==> src/hdl/aabb_pkg.sv <==
// shared types, constants and helpers for the rectangle collision side detector
package aabb_pkg;

  localparam int MAX_OBSTACLES = 16;
  localparam int COORD_BITS    = 16;
  localparam int LEN_BITS      = COORD_BITS - 1;
  localparam int EDGE_BITS     = COORD_BITS + 1;
  localparam int DIFF_BITS     = COORD_BITS + 2;
  localparam int ADDR_BITS     = $clog2(MAX_OBSTACLES);
  localparam int CNT_BITS      = $clog2(MAX_OBSTACLES + 1);
  localparam int SLOT_BITS     = 4;
  localparam int COUNT_BITS    = 5;
  localparam int PADDR_BITS    = 2;
  localparam int PDATA_BITS    = 32;

  localparam logic CMD_LOAD  = 1'b0;
  localparam logic CMD_QUERY = 1'b1;

  typedef logic signed [COORD_BITS-1:0] coord_t;
  typedef logic [LEN_BITS-1:0]          len_t;
  typedef logic signed [EDGE_BITS-1:0]  edge_t;
  typedef logic signed [DIFF_BITS-1:0]  diff_t;
  typedef logic [DIFF_BITS-1:0]         mag_t;

  typedef struct packed {
    coord_t left;
    coord_t top;
    len_t   width;
    len_t   height;
  } rect_t;

  // per-axis verdict of the shared compare unit
  typedef struct packed {
    logic overlap;
    logic low_side;
    logic high_side;
  } axis_res_t;

  function automatic mag_t mag(input diff_t v);
    mag_t m;
    m = v[DIFF_BITS-1] ? mag_t'(-v) : mag_t'(v);
    return m;
  endfunction

endpackage

==> src/hdl/aabb_ram.sv <==
// generic single write port ram with registered read
module aabb_ram #(
  parameter int WIDTH = 8,
  parameter int DEPTH = 16
) (
  input  logic                     clk,
  input  logic                     we,
  input  logic [$clog2(DEPTH)-1:0] waddr,
  input  logic [WIDTH-1:0]         wdata,
  input  logic [$clog2(DEPTH)-1:0] raddr,
  output logic [WIDTH-1:0]         rdata
);

  logic [WIDTH-1:0] mem [DEPTH];

  always_ff @(posedge clk) begin
    if (we) begin
      mem[waddr] <= wdata;
    end
    rdata <= mem[raddr];
  end

endmodule

==> src/hdl/aabb_axis_unit.sv <==
// shared one-axis overlap and side-rule compare unit
module aabb_axis_unit import aabb_pkg::*; (
  input  coord_t    t_lo,
  input  len_t      t_len,
  input  coord_t    o_lo,
  input  len_t      o_len,
  output axis_res_t res
);

  edge_t t_lo_e, o_lo_e, t_len_e, o_len_e, t_hi, o_hi;
  diff_t d_tlo_ohi, d_tlo_olo, d_olo_thi, d_ohi_thi;

  assign t_lo_e  = EDGE_BITS'(t_lo);
  assign o_lo_e  = EDGE_BITS'(o_lo);
  assign t_len_e = EDGE_BITS'(t_len);
  assign o_len_e = EDGE_BITS'(o_len);
  assign t_hi    = t_lo_e + t_len_e;
  assign o_hi    = o_lo_e + o_len_e;

  assign d_tlo_ohi = DIFF_BITS'(t_lo_e) - DIFF_BITS'(o_hi);
  assign d_tlo_olo = DIFF_BITS'(t_lo_e) - DIFF_BITS'(o_lo_e);
  assign d_olo_thi = DIFF_BITS'(o_lo_e) - DIFF_BITS'(t_hi);
  assign d_ohi_thi = DIFF_BITS'(o_hi)   - DIFF_BITS'(t_hi);

  // strict overlap: max of lows below min of highs, zero length never overlaps
  assign res.overlap   = (t_lo_e < o_hi) && (o_lo_e < t_hi) &&
                         (t_len != '0) && (o_len != '0);
  assign res.low_side  = mag(d_tlo_ohi) <= mag(d_tlo_olo);
  assign res.high_side = mag(d_olo_thi) <= mag(d_ohi_thi);

endmodule

==> src/hdl/aabb_collision_side_detector.sv <==
// sequence: a query steps S_READ, S_XAXIS, S_YAXIS per tested obstacle, then S_DONE; a load leaves the block ready
// concurrency: one query at a time; the table ram read and the one shared axis
// compare unit (x pass, then y pass per obstacle) set the read, x and y steps per obstacle
// the result register lets the next word in while a result waits to be taken
// reset: synchronous, clears sequencer, result valid and obstacle_count; table is not cleared
module aabb_collision_side_detector import aabb_pkg::*; (
  input  logic                  clk,
  input  logic                  rst,
  input  logic                  item_valid,
  output logic                  item_ready,
  input  logic                  command,
  input  logic [SLOT_BITS-1:0]  slot,
  input  coord_t                rect_left,
  input  coord_t                rect_top,
  input  len_t                  rect_width,
  input  len_t                  rect_height,
  output logic                  result_valid,
  input  logic                  result_ready,
  output logic                  any_hit,
  output logic                  left_hit,
  output logic                  right_hit,
  output logic                  top_hit,
  output logic                  bottom_hit,
  input  logic                  psel,
  input  logic                  penable,
  input  logic                  pwrite,
  input  logic [PADDR_BITS-1:0] paddr,
  input  logic [PDATA_BITS-1:0] pwdata,
  output logic [PDATA_BITS-1:0] prdata,
  output logic                  pready
);

  typedef enum logic [2:0] {
    S_IDLE,
    S_READ,
    S_XAXIS,
    S_YAXIS,
    S_DONE
  } state_t;

  state_t              state;
  logic [COUNT_BITS-1:0] obstacle_count;
  logic [CNT_BITS-1:0] idx, limit, limit_next, idx_inc;
  rect_t               target, entry, in_rect;
  logic                in_take, ram_we;
  logic                x_overlap, x_low, x_high;
  logic                acc_any, acc_left, acc_right, acc_top, acc_bottom;
  logic                hit;
  coord_t              t_lo, o_lo;
  len_t                t_len, o_len;
  axis_res_t           axis;

  // config register
  assign pready = 1'b1;
  assign prdata = PDATA_BITS'(obstacle_count);

  always_ff @(posedge clk) begin
    if (rst) begin
      obstacle_count <= '0;
    end else if (psel && penable && pwrite && (paddr == '0)) begin
      obstacle_count <= pwdata[COUNT_BITS-1:0];
    end
  end

  assign item_ready = (state == S_IDLE);
  assign in_take    = item_valid && item_ready;
  assign in_rect    = '{left: rect_left, top: rect_top, width: rect_width, height: rect_height};
  assign ram_we     = in_take && (command == CMD_LOAD) &&
                      (CNT_BITS'(slot) < CNT_BITS'(MAX_OBSTACLES));

  aabb_ram #(
    .WIDTH ($bits(rect_t)),
    .DEPTH (MAX_OBSTACLES)
  ) u_table (
    .clk   (clk),
    .we    (ram_we),
    .waddr (ADDR_BITS'(slot)),
    .wdata (in_rect),
    .raddr (idx[ADDR_BITS-1:0]),
    .rdata (entry)
  );

  // x pass in S_XAXIS, y pass otherwise
  always_comb begin
    if (state == S_XAXIS) begin
      t_lo  = target.left;
      t_len = target.width;
      o_lo  = entry.left;
      o_len = entry.width;
    end else begin
      t_lo  = target.top;
      t_len = target.height;
      o_lo  = entry.top;
      o_len = entry.height;
    end
  end

  aabb_axis_unit u_axis (
    .t_lo  (t_lo),
    .t_len (t_len),
    .o_lo  (o_lo),
    .o_len (o_len),
    .res   (axis)
  );

  assign hit        = x_overlap && axis.overlap;
  assign idx_inc    = idx + CNT_BITS'(1);
  assign limit_next = (obstacle_count > COUNT_BITS'(MAX_OBSTACLES)) ?
                      CNT_BITS'(MAX_OBSTACLES) : CNT_BITS'(obstacle_count);

  always_ff @(posedge clk) begin
    if (rst) begin
      state        <= S_IDLE;
      result_valid <= 1'b0;
    end else begin
      // in S_DONE the result register is handled by the state itself
      if (result_valid && result_ready && (state != S_DONE)) begin
        result_valid <= 1'b0;
      end
      unique case (state)
        S_IDLE: begin
          if (in_take && (command == CMD_QUERY)) begin
            target     <= in_rect;
            limit      <= limit_next;
            idx        <= '0;
            acc_any    <= 1'b0;
            acc_left   <= 1'b0;
            acc_right  <= 1'b0;
            acc_top    <= 1'b0;
            acc_bottom <= 1'b0;
            state      <= (limit_next == '0) ? S_DONE : S_READ;
          end
        end
        S_READ: begin
          state <= S_XAXIS;
        end
        S_XAXIS: begin
          x_overlap <= axis.overlap;
          x_low     <= axis.low_side;
          x_high    <= axis.high_side;
          state     <= S_YAXIS;
        end
        S_YAXIS: begin
          acc_any    <= acc_any    | hit;
          acc_left   <= acc_left   | (hit && x_low);
          acc_right  <= acc_right  | (hit && x_high);
          acc_top    <= acc_top    | (hit && axis.low_side);
          acc_bottom <= acc_bottom | (hit && axis.high_side);
          idx        <= idx_inc;
          state      <= (idx_inc == limit) ? S_DONE : S_READ;
        end
        S_DONE: begin
          // wait for the result register to be free
          if (!result_valid || result_ready) begin
            result_valid <= 1'b1;
            any_hit      <= acc_any;
            left_hit     <= acc_left;
            right_hit    <= acc_right;
            top_hit      <= acc_top;
            bottom_hit   <= acc_bottom;
            state        <= S_IDLE;
          end
        end
        default: begin
          state <= S_IDLE;
        end
      endcase
    end
  end

endmodule

==> config.mk <==
export PLATFORM = sky130hd
export DESIGN_NAME = aabb_collision_side_detector
export DESIGN_NICKNAME = d
export VERILOG_FILES = /design/src/hdl/aabb_pkg.sv /design/src/hdl/aabb_ram.sv /design/src/hdl/aabb_axis_unit.sv /design/src/hdl/aabb_collision_side_detector.sv
export SDC_FILE = /design/constraint.sdc
export NUM_CORES = 1
export LEC_CHECK = 0
export ABC_AREA = 1
export BUFFER_PORTS_ARGS = -buffer_cell sky130_fd_sc_hd__buf_2
export CAP_MARGIN = 10
export CORE_ASPECT_RATIO = 1.4
export CORE_MARGIN = 2
export CORE_UTILIZATION = 58
export CTS_BUF_LIST = sky130_fd_sc_hd__clkbuf_8
export CTS_CLUSTER_DIAMETER = 150
export DETAILED_ROUTE_END_ITERATION = 6
export GPL_ROUTABILITY_DRIVEN = 0
export PLACE_DENSITY = 0.75
export SYNTH_ARGS = -nofsm -noshare
export SYNTH_HDL_FRONTEND = slang
export SYNTH_SLANG_ARGS = --single-unit
==> constraint.sdc <==
create_clock -name clk -period 8.2 [get_ports clk]
set_input_delay 0.41 -clock clk [delete_from_list [all_inputs] [get_ports clk]]
set_output_delay 0.41 -clock clk [all_outputs]
set_load 0.01 [all_outputs]
==> impl_metrics.toml, run 1 <==
[floorplan]
design.portCount = 148
initial_standard_cell_utilization_of_the_core_pct = 58.3
die_w_um = 259
floorplan.rows = 131
design.core.area_um2 = 90600
die-area_um2 = 93600
die_h_um = 361

[clock_network]
clkLatencyLatePin_ns = 0.87
clkSlewWorstSetupHoldPaths_ns = 0.07
numClockSinks = 1148
clockBufferDepth = 3
cts_root_buffer = "sky130_fd_sc_hd__clkbuf_8"
tritoncts = "built"
cts.repair.resized = 0
numCtsBuffers = 158
postCtsSetupRepairBufs = 0
cts_max_level = 4

[critical_path]
worstPathMaxFanout = 37
start_kind = "flop"
worst_setup_path_end_kind = "flop"
timing.critical_path.arrival_ns = 8.02
r2r_cells = 35
crit_path_kind = "flop to flop"
cp.required_ns = 8.90
timing.critical_path.slowest_cell_delay_ns = 0.73
cpMaxStageDelayCell = "sky130_fd_sc_hd__o311ai_0"

[sta]
max_slew.worst_pin.slew_ns = 1.19
rsz0062_at_grt = "no"
clock.fmax_mhz = 137
max-slew-margin-rel_pct = 20.5
period_share_pct = 89.3
largest_clock_skew_in_the_final_design_ns = 0.0671
report.final.slew_viol_count = 0
final_hold_viols = 0
final_period_minus_worst_setup_slack_ns = 7.32
total_neg_setup_slack_ns = 0
final-setup-viol-count = 0

[yosys]
postSynthCellCount = 4975
synth-async-reset-ratio_pct = 0
yosys.cell_types.count = 60
post-synth-top-count-cell = "sky130_fd_sc_hd__edfxtp_1"
synth-edff-count = 1077
synth.top_cells.by_area = "sky130_fd_sc_hd__edfxtp_1 61%, sky130_fd_sc_hd__o21ai_0 6.1%, sky130_fd_sc_hd__nor2_1 5.6%"
yosys-top-cells-count = "1077 x sky130_fd_sc_hd__edfxtp_1, 787 x sky130_fd_sc_hd__nor2_1, 682 x sky130_fd_sc_hd__nand2_1"
ys_seq_elements = 1148
syn_avg_cell_area_um2 = 10.6
ys.flop_type = "sky130_fd_sc_hd__edfxtp_1"
synth_top_area_share_pct = 61.2
sequential_fraction_of_the_synthesis_area_pct = 63.9
post_synth_instance_area_um2 = 52900
synth_top_cell_by_area = "sky130_fd_sc_hd__edfxtp_1"
synth-warning-count = 0

[finish]
layout.core_utilization_pct = 64.4
layout.filler_cells = 6847
layout-drive-gt1-share_pct = 10.3
area_growth_from_synthesis_to_final_layout_pct = 10.4
finalNetCount = 5352
final_cell_count_no_fill = 6466

[global_routing]
antenna_violations_before_repair = 6
globalRouteOverflowTotal = 0
grt_start_max_net_pins = 198
gr-usage-all-layers_pct = 30.6
gr-usage-met3_pct = 5.47
vias_in_the_first_global_route = 37800
globalRoute.busiestLayer = "met2"
wire_length_of_the_first_global_routing_pass_um = 216000
grt_use_met2_pct = 50.9
grt_util_met1_pct = 37.4

[worst_hold_path]
min_path_cells = 5
holdCritPathClass = "input port to flop"

[routing]
drt_iter0_drc = 4345
detailroute.via_count = 39000
route.detailed.wl_per_inst_um = 22.2
route.detailed.vias_per_inst = 6.03
detail_route.first_pass.iterations = 6
totalWireLength_um = 144000
antenna_left = 0
drt_drc_violations_left = 0

[job]
max-cap-violations = 0

[pwr]
cellPowerDensity_nw_per_um2 = 241
irDropWorstVdd_uv = 160
p_leak_nw = 21.9

[run_status]
run_status = "complete, no violations"

[place]
buffer_ports.inserted = 92
dp.final_hpwl_um = 86000
dp.cells = 6095
## placed cells by master, fill, tap and decap left out, drive strengths merged, types with 3 or more instances in the layout
master       count
nand3b          22
a22oi           16
bufinv           6
a21oi          110
nand2          754
nor3b            5
xor2            61
inv            381
dlygate4sd3     76
nand4           64
clkbuf         183
nor3            27
xnor2           24
diode            3
a211oi           8
nand3          207
buf            153
clkinv          45
a21boi           9
o221ai           4
edfxtp        1077
clkinvlp         7
o21a             3
fa               6
dfxtp           71
nor4            10
mux2            23
conb            29
nor2           805
ha             104
o21ai          653
o22ai          295
a31oi            3
o21bai           5
## worst paths after layout
path             start    endpoint  slack (ns)
max           state[2]  acc_bottom        0.88
min            command    state[0]        0.15
max reg2reg   state[2]  acc_bottom        0.88
min reg2reg  acc_right   right_hit        0.45
## routing by layer
layer / part of all wire, % / vias up
met2: 49 / 2019
li1: - / 17900
met5: 0.031 / -
met1: 37 / 18600
met4: 6.1 / 6
met3: 8.5 / 484
## logic make-up after synthesis
kind of cell / Yosys count / synth area share, %
mux: 24 / 0.509
simple gates: 1900 / 15.3
compound gates: 1119 / 11.7
flops: 1148 / 63.9
other cells: 2 / 0.0142
xor+xnor: 85 / 1.42
buf+inv: 587 / 4.51
fa+ha+maj: 110 / 2.69
## state kept, by name, summed over array words and instances, names as in the netlist, 3 cells and up
signal,flops
obstacle_count,5
state,3
limit,5
u_table.rdata,62
target,62
u_table.mem,992
idx,5
## repair_timing
action | 4_1_cts | 5_1_grt
hold endpoints to repair | 1063 | 0
hold buffers | 76 | 0
endpoints found under the setup margin | 0 | 0
## critical path, delay by kind of cell, from the launching register on
kind	cells	cell delay, ns
AOI/OAI and AO/OA	10	2.13
and+or+nand+nor	14	1.95
DFF	1	0.45
xor gates and xnor gates	1	0.16
buffers and inverters	7	1.31
adders and majority gates	3	1.08
## layout make-up
class / instances / area (um2) / area share, %
diodes: 3 / 7.51 / 0.0129
clock buffers: 183 / 2520 / 4.31
clock inverters: 109 / 667 / 1.14
inverters: 330 / 1250 / 2.15
multi-input cells: 3267 / 16900 / 29.0
flip-flops and latches: 1148 / 33800 / 57.8
well taps: 1197 / 1500 / 2.57
repair buffers: 229 / 1730 / 2.96
## metrics by stage
step | hold slack (ns) | setup WS (ns) | area (um2) | power (mW)
after floorplan | 0.426 | 1.36 | 53000 | 8.95
after global placement | 0.434 | 1.07 | 54400 | 9.70
after detailed placement | 0.445 | 0.980 | 54400 | 9.76
after CTS | 0.0864 | 0.932 | 58400 | 14.1
after global routing | 0.174 | 0.245 | 58400 | 14.8
final | 0.146 | 0.875 | 58400 | 14.1
## report_power, final
group	total [mW]	internal, mW	switching, mW	leakage [nW]
registers	6.54	6.50	0.0365	10.3
logic	3.18	1.05	2.13	9.78
clock network	4.37	2.24	2.12	1.81
total	14.1	9.79	4.29	21.9
No activity file was read; power rests on OpenSTA's default activity.
==> run 2, diff against run 1 <==
Settings changed: ABC_AREA 1 to unset, SLEW_MARGIN set to 30.
==> run 2 against run 1 <==
Compared with the run above: synthesized area is 5.0% lower; setup slack worse by 0.44 ns; sequential share of layout area is 2.0 points higher; final cell count down 31%; maximum frequency fell by 5.7%; hold slack improved by 0.066 ns; critical path depth shrank 1; sequential cell count unchanged; die area shrank 4.9%; design area decreased by 3.3%; non-clock buffer count up 55; first-iteration DRC count decreased by 25%; largest cell class unchanged.
==> impl_metrics.toml, run 2 <==
[floorplan]
die-area_um2 = 89000
die_w_um = 253
die_h_um = 352
floorplan.rows = 127
design.portCount = 148
initial_standard_cell_utilization_of_the_core_pct = 58.5
design.core.area_um2 = 85800

[yosys]
synth-async-reset-ratio_pct = 0
synth-warning-count = 0
post-synth-top-count-cell = "sky130_fd_sc_hd__edfxtp_1"
sequential_fraction_of_the_synthesis_area_pct = 67.2
synth_top_area_share_pct = 64.4
ys.flop_type = "sky130_fd_sc_hd__edfxtp_1"
postSynthCellCount = 2865
syn_avg_cell_area_um2 = 17.5
yosys-top-cells-count = "1077 x sky130_fd_sc_hd__edfxtp_1, 310 x sky130_fd_sc_hd__mux4_2, 189 x sky130_fd_sc_hd__nand2_1"
post_synth_instance_area_um2 = 50200
synth_top_cell_by_area = "sky130_fd_sc_hd__edfxtp_1"
synth.top_cells.by_area = "sky130_fd_sc_hd__edfxtp_1 64%, sky130_fd_sc_hd__mux4_2 14%, sky130_fd_sc_hd__dfxtp_1 2.8%"
ys_seq_elements = 1148
yosys.cell_types.count = 108
synth-edff-count = 1077

[sta]
final-setup-viol-count = 0
report.final.slew_viol_count = 0
final_hold_viols = 0
final_period_minus_worst_setup_slack_ns = 7.77
period_share_pct = 94.7
largest_clock_skew_in_the_final_design_ns = 0.0509
total_neg_setup_slack_ns = 0
max_slew.worst_pin.slew_ns = 1.09
rsz0062_at_grt = "no"
max-slew-margin-rel_pct = 27.3
clock.fmax_mhz = 129

[clock_network]
tritoncts = "built"
clkSlewWorstSetupHoldPaths_ns = 0.06
numCtsBuffers = 162
numClockSinks = 1148
cts_max_level = 4
clkLatencyLatePin_ns = 0.84
clockBufferDepth = 3
cts_root_buffer = "sky130_fd_sc_hd__clkbuf_8"

[finish]
layout.filler_cells = 5653
final_common_cell = "sky130_fd_sc_hd__edfxtp_1"
top_flop_regs = "u_table.mem (992), target (62), u_table.rdata (62)"
area_growth_from_synthesis_to_final_layout_pct = 12.4
final_cell_area_um2 = 56500
commonest_cells_after_routing_fill_and_taps_aside = "1077 x sky130_fd_sc_hd__edfxtp_1, 310 x sky130_fd_sc_hd__mux4_2, 189 x sky130_fd_sc_hd__nand2_1, 176 x sky130_fd_sc_hd__clkbuf_8, 144 x sky130_fd_sc_hd__inv_1"
finalNetCount = 3418
largest_register_ff_count = 992
final_cell_count_no_fill = 4440
layout-drive-gt1-share_pct = 24.4
top_register = "u_table.mem"

[critical_path]
r2r_cells = 34
timing.rr.start = "state[0]"
crit_path_kind = "flop to flop"
terminus_of_the_critical_flop_to_flop_path = "acc_bottom"
worstPathMaxFanout = 11
worst_setup_path_end_kind = "flop"
start_kind = "flop"
cpMaxStageDelayCell = "sky130_fd_sc_hd__mux2i_1"
cp.required_ns = 8.88
slack_of_the_worst_reg_to_reg_path_ns = 0.43
timing.critical_path.arrival_ns = 8.45
timing.critical_path.slowest_cell_delay_ns = 0.43

[worst_hold_path]
min_path_cells = 6
holdCritPathClass = "input port to flop"
worstHoldEndpoint = "state[2]"
min_delay_startpoint = "command"

[global_routing]
antenna_violations_before_repair = 6
wire_length_of_the_first_global_routing_pass_um = 183000
vias_in_the_first_global_route = 28800
globalRouteOverflowTotal = 0
grt_start_max_net_pins = 142
gr-usage-all-layers_pct = 28.5

[routing]
route.detailed.vias_per_inst = 6.40
detailroute.via_count = 28400
route.detailed.wl_per_inst_um = 28.3
antenna_left = 0
drt_iter0_drc = 3280
drt_drc_violations_left = 0
detail_route.first_pass.iterations = 6
totalWireLength_um = 126000

[job]
max-cap-violations = 0

[pwr]
irDropWorstVdd_uv = 153
cellPowerDensity_nw_per_um2 = 230
p_leak_nw = 19.4
total_power_mw = 13.0

[place]
placed_cell_area_um2 = 52500
buffer_ports.inserted = 92
dp.cells = 4050
dp.final_hpwl_um = 75700

[run_status]
run_status = "complete, no violations"
-- run 2: changes by cell type after synthesis, sizes merged, moves of 103 or more --
cell    previous run  this run
mux4               0       310
nand2            754       189
o22ai            295         3
xnor2             24       127
nor2             805       129
clkbuf           200        73
inv              330        77
o21ai            653        48
nand3            207        35
-- run 2: worst max-delay path by stage --
| stage | from | to | slack, ns | cells past startpoint |
|---|---|---|---|---|
| floorplan | state[2] | acc_bottom | 0.08 | 41 |
| detailed placement | state[0] | acc_top | 0.31 | 37 |
| finish | state[0] | acc_bottom | 0.43 | 34 |
| CTS | state[0] | acc_top | 0.27 | 40 |
| global route | state[0] | acc_top | 0.04 | 40 |
| global placement | state[0] | acc_top | 0.43 | 39 |
-- run 2: where the power goes --
part / switching [mW] / total (mW) / internal [mW]
clock network: 2.11 / 4.21 / 2.10
registers: 0.0352 / 6.51 / 6.48
logic: 1.34 / 2.28 / 0.943
total: 3.49 / 13.0 / 9.52
-- run 2: what timing repair did --
action                                  4_1_cts  5_1_grt
hold buffers                                 77        0
resized for setup                             0       11
hold endpoints to repair                   1063        0
endpoints found under the setup margin        0        2
buffers inserted                              0        3
-- run 2: cell families after synthesis --
family | Yosys count | share of synthesized area, %
simple gates | 528 | 4.98
buf+inv | 217 | 1.96
flops | 1148 | 67.2
fa+ha+maj | 136 | 3.36
xor+xnor | 193 | 3.44
compound gates | 291 | 4.26
other cells | 2 | 0.0150
mux | 350 | 14.8
-- run 2: area by class of cell --
| cell class | count | area (um2) | share of cell area, % |
|---|---|---|---|
| antenna | 5 | 12.5 | 0.0222 |
| multi-input combinational | 1527 | 15700 | 27.9 |
| timing repair buffer | 284 | 2200 | 3.90 |
| inverter | 77 | 289 | 0.512 |
| sequential | 1148 | 33800 | 59.8 |
| clock inverter | 127 | 677 | 1.20 |
| clock buffer | 176 | 2420 | 4.29 |
| tap | 1096 | 1370 | 2.43 |
-- run 2: metrics by stage --
step | hold WS (ns) | setup slack, ns | util (%)
6_report | 0.211 | 0.431 | 65.8
4_1_cts | 0.0852 | 0.267 | 65.7
2_1_floorplan | 0.426 | 0.0821 | -
3_5_place_dp | 0.447 | 0.311 | 61.2
5_1_grt | 0.221 | 0.0364 | 65.8
3_3_place_gp | 0.441 | 0.426 | 61.2
-- run 2: worst max-delay path, delay by kind of cell (launching register included) --
family	cells	cell delay, ns
AO/OA/AOI/OAI	15	3.04
adder cells (fa/ha/maj)	6	2.10
multiplexers	1	0.43
AND/OR/NAND/NOR	7	1.04
XOR/XNOR	1	0.08
flip-flops	1	0.39
buffers and inverters	4	0.52
-- run 2: layer usage --
layer	vias to the layer above	routed length (um)	track usage, %	part of all wire, %
li1	12100	-	-	-
met1	14500	47000	37.6	37
met2	1466	62000	45.8	49
met3	332	9500	4.83	7.6
met4	2	7250	14.9	5.8
met5	-	10	0	0.0080
